--- config.mk ---
export PLATFORM = sky130hd
export DESIGN_NAME = mbet_ctrl
export DESIGN_NICKNAME = d
export VERILOG_FILES = /design/src/sv/assert_macros.svh /design/src/sv/mbet_pkg.sv /design/src/sv/mbet_ctrl.sv
export SDC_FILE = /design/constraint.sdc
export NUM_CORES = 1
export LEC_CHECK = 0
export BUFFER_PORTS_ARGS = -buffer_cell sky130_fd_sc_hd__buf_2
export CORE_AREA = 2 2 39 41
export CTS_CLUSTER_SIZE = 14
export DETAILED_ROUTE_END_ITERATION = 12
export DIE_AREA = 0 0 41 43
export SETUP_SLACK_MARGIN = 0.4
export SLEW_MARGIN = 20
export SYNTH_ARGS = -nofsm -noshare
export SYNTH_HDL_FRONTEND = slang
export SYNTH_SLANG_ARGS = --single-unit
--- constraint.sdc ---
create_clock -name clk -period 2.2 [get_ports clk]
set_input_delay 0.22 -clock clk [delete_from_list [all_inputs] [get_ports clk]]
set_output_delay 0.22 -clock clk [all_outputs]
set_load 0.005 [all_outputs]
--- src/sv/assert_macros.svh ---
// Assertion helpers shared by the RTL.
`ifndef ASSERT_MACROS_SVH
`define ASSERT_MACROS_SVH

// Same-cycle implication, gated by reset.
`define ASSERT_IMP(label, clk, rst_n, ante, cons, msg) \
    label: assert property (@(posedge clk) disable iff (!rst_n) (ante) |-> (cons)) \
        else $error(msg);

// Next-cycle implication, gated by reset.
`define ASSERT_NXT(label, clk, rst_n, ante, cons, msg) \
    label: assert property (@(posedge clk) disable iff (!rst_n) (ante) |=> (cons)) \
        else $error(msg);

`endif

--- src/sv/mbet_pkg.sv ---
`timescale 1ns / 1ps

package mbet_pkg;

    localparam int COORD_WIDTH   = 32;
    localparam int FRAC_BITS     = 28;
    localparam int COUNT_WIDTH   = 16;
    localparam int GRAY_WIDTH    = 8;
    localparam int PROD_WIDTH    = 2 * COORD_WIDTH;
    localparam int MAG_WIDTH     = PROD_WIDTH + 1;
    localparam int SUM_WIDTH     = COORD_WIDTH + 4;
    localparam int NUM_WIDTH     = COUNT_WIDTH + GRAY_WIDTH;
    localparam int BIT_IDX_WIDTH = $clog2(GRAY_WIDTH);

    localparam logic [COUNT_WIDTH-1:0] MAX_ITER_RESET = COUNT_WIDTH'(256);

    // |z|^2 limit of 4 with 2*FRAC_BITS fraction bits
    localparam logic [MAG_WIDTH-1:0] ESC_LIMIT =
        {{(MAG_WIDTH-1){1'b0}}, 1'b1} << (2 * FRAC_BITS + 2);

    localparam logic signed [SUM_WIDTH-1:0] SAT_HI =
        {{(SUM_WIDTH-COORD_WIDTH+1){1'b0}}, {(COORD_WIDTH-1){1'b1}}};
    localparam logic signed [SUM_WIDTH-1:0] SAT_LO =
        {{(SUM_WIDTH-COORD_WIDTH+1){1'b1}}, {(COORD_WIDTH-1){1'b0}}};

    typedef enum logic [2:0] {
        ST_IDLE,
        ST_MUL,
        ST_UPDATE,
        ST_DIV,
        ST_FIN
    } mbet_state_t;

    typedef struct packed {
        logic load;
        logic mul;
        logic update;
        logic div_start;
        logic div_step;
        logic out_load;
    } mbet_cmd_t;

    typedef struct packed {
        logic at_limit;
        logic escape;
        logic div_last;
    } mbet_status_t;

endpackage

--- src/sv/mbet_ctrl.sv ---
`timescale 1ns / 1ps

module mbet_ctrl (
    input  logic                  clk,
    input  logic                  rst_n,
    input  logic                  in_valid,
    output logic                  in_stall,
    output logic                  out_valid,
    input  logic                  out_stall,
    input  mbet_pkg::mbet_status_t status,
    output mbet_pkg::mbet_cmd_t    cmd
);

    mbet_pkg::mbet_state_t state_reg;
    mbet_pkg::mbet_state_t state_next;
    logic                  out_valid_reg;
    logic                  out_valid_next;
    logic                  out_free;

    assign out_free = !out_valid_reg || !out_stall;

    always_ff @(posedge clk or negedge rst_n)
    begin
        if (!rst_n)
        begin
            state_reg     <= mbet_pkg::ST_IDLE;
            out_valid_reg <= 1'b0;
        end
        else
        begin
            state_reg     <= state_next;
            out_valid_reg <= out_valid_next;
        end
    end

    always_comb
    begin
        state_next = state_reg;
        case (state_reg)
            mbet_pkg::ST_IDLE:
            begin
                if (in_valid)
                    state_next = mbet_pkg::ST_MUL;
            end
            mbet_pkg::ST_MUL:
            begin
                if (status.at_limit)
                    state_next = mbet_pkg::ST_DIV;
                else
                    state_next = mbet_pkg::ST_UPDATE;
            end
            mbet_pkg::ST_UPDATE:
            begin
                if (status.escape)
                    state_next = mbet_pkg::ST_DIV;
                else
                    state_next = mbet_pkg::ST_MUL;
            end
            mbet_pkg::ST_DIV:
            begin
                if (status.div_last)
                    state_next = mbet_pkg::ST_FIN;
            end
            mbet_pkg::ST_FIN:
            begin
                if (out_free)
                    state_next = mbet_pkg::ST_IDLE;
            end
            default:
            begin
                state_next = mbet_pkg::ST_IDLE;
            end
        endcase
    end

    always_comb
    begin
        cmd      = '0;
        in_stall = 1'b1;
        case (state_reg)
            mbet_pkg::ST_IDLE:
            begin
                in_stall = 1'b0;
                cmd.load = in_valid;
            end
            mbet_pkg::ST_MUL:
            begin
                cmd.mul       = !status.at_limit;
                cmd.div_start = status.at_limit;
            end
            mbet_pkg::ST_UPDATE:
            begin
                cmd.update    = 1'b1;
                cmd.div_start = status.escape;
            end
            mbet_pkg::ST_DIV:
            begin
                cmd.div_step = 1'b1;
            end
            mbet_pkg::ST_FIN:
            begin
                cmd.out_load = out_free;
            end
            default:
            begin
                cmd = '0;
            end
        endcase
    end

    // hold the result until taken, refill on load
    assign out_valid_next = cmd.out_load || (out_valid_reg && out_stall);
    assign out_valid      = out_valid_reg;

endmodule

# ---- Yosys cells after proc, flatten, opt, wreduce, memory -nomap -nowiden
# Index checks and enable logic that the tools add are counted.
dict set report word_totals {
  reg_bits 4
  in_bits 7
  output_inout_bits 8
  elab_cells 30
}
dict set report classes {
  n_eq_ne 7
  n_mux 13
  n_reduce_logical 8
}
# op count
set op_table {}
lappend op_table {{$pmux 3 s5} 1}
lappend op_table {{$mux 3} 3}
lappend op_table {{$mux 1} 7}
lappend op_table {{$eq 3x2->1 const B} 2}
lappend op_table {{$ne 2x2->1 const B} 3}
lappend op_table {{$eq 3x1->1 const B} 1}
lappend op_table {{$eq 3x3->1 const B} 1}
lappend op_table {{$logic_not 1->1} 3}
lappend op_table {{$logic_not 3->1} 1}
lappend op_table {{$reduce_and 3->1} 1}
lappend op_table {{$logic_or 1x1->1} 2}
lappend op_table {{$mux 2} 1}
lappend op_table {{$pmux 1 s2} 1}
lappend op_table {{$logic_and 1x1->1} 1}

# ---- Longest topological paths before layout
dict set report depth {
  word_depth 4
  mapped_depth 3
}

# ---- Worst setup path before layout
# No wires, ideal clock.
dict set report synth_path {
  path_type {reg2out}
  start {reg state_reg[0]}
  end {out cmd[5] (netlist bit)}
  t_arrival_ns 0.919
  slack_ns 1.061
  stages_incl_launch_ff 3
  n_path_buf 0
  path_cell_list {dfrtp_1 -> or3_4 -> nor2_2}
}
# item line_no
set synth_lines {}
lappend synth_lines {{start: declaration} mbet_ctrl.sv:14} ;# mbet_pkg::mbet_state_t state_reg;
lappend synth_lines {{start signal: assignment} mbet_ctrl.sv:26} ;# state_reg <= mbet_pkg::ST_IDLE;
lappend synth_lines {{start signal: assignment} mbet_ctrl.sv:31} ;# state_reg <= state_next;
lappend synth_lines {{end: declaration} mbet_ctrl.sv:11} ;# output mbet_pkg::mbet_cmd_t cmd

==> summary.txt <==
Synthesis
  – Net Count, Synth: 32
  – Gate count after technology mapping: 25
  – Post-synth top flop: sky130_fd_sc_hd__dfrtp_1
  – Netlist Area Pre-Place: 223 sq um
  – Part of the Yosys area used for sequential elements: 0.449
  – EDFF count, synth: 0
  – Dominant cell type by area after synthesis: sky130_fd_sc_hd__dfrtp_1
  – Share of the synthesized area in the top cell type: 0.449
  – Register bit count reported by yosys: 4
  – Yosys warning total: 0
  – Top cells by area, synth: sky130_fd_sc_hd__dfrtp_1 45%, sky130_fd_sc_hd__nand2_1 10%, sky130_fd_sc_hd__a21oi_1 6.7%
  – Fraction of synthesis flops using an asynchronous set or reset pin: 1.00
  – Top post-synthesis cells by count: 6 x sky130_fd_sc_hd__nand2_1, 4 x sky130_fd_sc_hd__dfrtp_1, 3 x sky130_fd_sc_hd__a21oi_1, 2 x sky130_fd_sc_hd__nand3b_1, 2 x sky130_fd_sc_hd__o21ai_0
  – Number of distinct standard cells referenced by the synthesized netlist: 13
  – Avg Inst Size Synth: 8.91 sq um
  – Cell with the most instances after synthesis: sky130_fd_sc_hd__nand2_1

Global routing
  – Global-route wire length before repair: about 880 um
  – Number of antenna violations at the first check in global routing: 0
  – Largest net degree at the start of global routing: 10
  – Total routing usage reported by global routing: 0.0810
  – Via count of the first global-routing pass: roughly 230
  – Global-route congestion overflow total: 0

Pwr
  – Leakage power figure: 0.180 nW
  – Power density over the cells: 1200 mW/mm^2
  – Peak supply drop: about 0.35 mV

Layout
  – Flip-flop count of the largest register after layout: 3
  – Area of all placed cells without fillers: about 350 sq um
  – Fraction of final layout cells sized beyond drive strength 1: 0.465
  – Relative area change from synthesis to final layout: 55.1%
  – Total Nets Final: 52
  – N_diodes: 0
  – Util after Layout: 0.250

Placed design
  – Placed standard-cell area: 313 sq um
  – Dpl hpwl: 429 um
  – Setup slack at placement: roughly 0.94 ns
  – Placer's final routability congestion estimate: 0.600
  – Port bufs: 14

Die
  – CORE AREA: 0.00138 sq mm
  – Height of the die: 43 um
  – Initial core utilization: 0.161
  – Die extent in x: 41 um
  – Number of top-level design ports: 15
  – Std-Cell Rows: 14
  – Die ar.: about 0.0018 sq mm

STA
  – Total count of max-transition violations in the final report: 0
  – Final clock period utilization by the worst path: 0.676
  – Sum of negative setup slack: 0 ns
  – Max-Slew Margin vs Limit: 0.837
  – Final worst hold slack: about 0.21 ns
  – Min Clock Period, post-route: 1.49 ns
  – Final Setup Violations: 0
  – Setup repair after global routing missed its margin: false
  – Transition at the pin with the smallest max-transition slack: approximately 0.24 ns
  – PnR worst setup slack: 0.713 ns
  – Worst Skew: ~0.0025 ns
  – Count of final hold-check violations: 0
  – Fmax: around 670 MHz

Clocking
  – Reg clk slew, reported paths: 0.04 ns
  – Clock Latency Late Sink: 0.23 ns
  – CTS H-tree lvls: 1
  – Root Driver: sky130_fd_sc_hd__clkbuf_4
  – Clock tree from TritonCTS: built
  – CTS buffer count: 3
  – Deepest clock path buffer count: 2
  – Number of clock sinks: 4

Worst hold path
  – Path class of the lowest-slack min-delay path: in -> reg

Worst setup path
  – Type of the worst setup path: reg -> out
  – Type of destination of the critical path: primary output
  – Type of element launching the critical path: flop
  – Signal arrival time at the worst endpoint: 1.27 ns
  – Data required time at the worst endpoint: between 1.5 and 2 ns
  – Max Fanout on Critical Path: 9

Drt
  – Number of DRC markers after the initial detailed-route iteration: 6
  – Vias after detailed routing: 240
  – Post-DR wirelength/cell: between 9 and 10 um
  – Vias per cell: between 4 and 5
  – Initial DRT Pass Iterations: 4
  – Final wirelength: 537 um
  – DRC violation count after routing: 0
  – Number of nets still failing antenna checks after routing: 0

Run status
  – Status: finished, final reports clean

Flow run
  – Max-capacitance violation count: 0
==> report_power, final <==
part | internal, W | total (W) | switching [W]
Combinational | 0.000102 | 0.000172 | 0.0000699
Clock | 0.0000609 | 0.0000891 | 0.0000282
Sequential | 0.000103 | 0.000152 | 0.0000495
==> through the flow <==
step,std cells,total power [W]
5_1_grt,59,0.000460
6_report,59,0.000413
3_3_place_gp,55,0.000324
4_1_cts,59,0.000424
2_1_floorplan,25,0.000250
3_5_place_dp,55,0.000328
==> logic make-up (layout without fill, tap and decap cells) <==
kind of cell    count (synthesis)  count (layout)  synth area share
compound gates                  6               6             0.152
buf+inv                         1              19            0.0168
flops                           4               4             0.449
simple gates                   14              14             0.382
==> what timing repair did <==
action,in CTS,in global routing
buffers inserted,0,0
endpoints found under the hold margin,4,0
gates resized for setup,0,0
hold buffers,1,0
==> worst max-delay path, cell delays in order (launching register included) <==
cell and delay, ns:
sky130_fd_sc_hd__dfrtp_1 0.44, sky130_fd_sc_hd__or3_4 0.41, sky130_fd_sc_hd__nor2_2 0.08, sky130_fd_sc_hd__buf_2 0.11
==> metal layers <==
layer / wire, um / track usage / part of all wire / vias up
li1: - / - / - / 125
met1: 249 / 0.102 / 0.46 / 104
met2: 234 / 0.0875 / 0.44 / 11
met3: 52 / 0.0471 / 0.097 / 0
met4: 0 / 0.0800 / 0 / 0
met5: 0 / 0 / 0 / -
==> cell usage in the layout (no fill, tap or decap) <==
master | synthesis | routed
sky130_fd_sc_hd__nor3b_1 | 1 | 1
sky130_fd_sc_hd__dlygate4sd3_1 | 0 | 1
sky130_fd_sc_hd__dfrtp_1 | 4 | 4
sky130_fd_sc_hd__nor2_1 | 1 | 1
sky130_fd_sc_hd__buf_2 | 0 | 14
sky130_fd_sc_hd__clkbuf_4 | 0 | 3
sky130_fd_sc_hd__nor4b_1 | 1 | 1
sky130_fd_sc_hd__inv_1 | 1 | 1
sky130_fd_sc_hd__and3b_2 | 1 | 1
sky130_fd_sc_hd__a21oi_1 | 3 | 3
sky130_fd_sc_hd__a221oi_1 | 1 | 1
sky130_fd_sc_hd__nand2_1 | 6 | 6
sky130_fd_sc_hd__nand3b_1 | 2 | 2
sky130_fd_sc_hd__or3_4 | 1 | 1
sky130_fd_sc_hd__o21ai_0 | 2 | 2
sky130_fd_sc_hd__nor2_2 | 1 | 1
==> path summary, 6_finish.rpt <==
check                              from           end  slack [ns]  cells after the start
max                        state_reg[0]        cmd[5]        0.71                      3
min                           out_stall     out_valid        0.21                      3
max reg2reg                state_reg[1]  state_reg[0]        1.21                      3
min reg2reg                   out_valid     out_valid        0.52                      2
max in group asynchronous         rst_n  state_reg[1]        1.75                      2
min in group asynchronous         rst_n     out_valid        0.33                      2
==> layout make-up <==
cell class	instances	area, sq um
multi-input cells	20	119
inverters	1	3.75
well taps	16	20.0
clock buffers	3	22.5
flip-flops and latches	4	100
fillers	163	1040
repair buffers	15	80.1
Power figures use the tool's default switching activity.
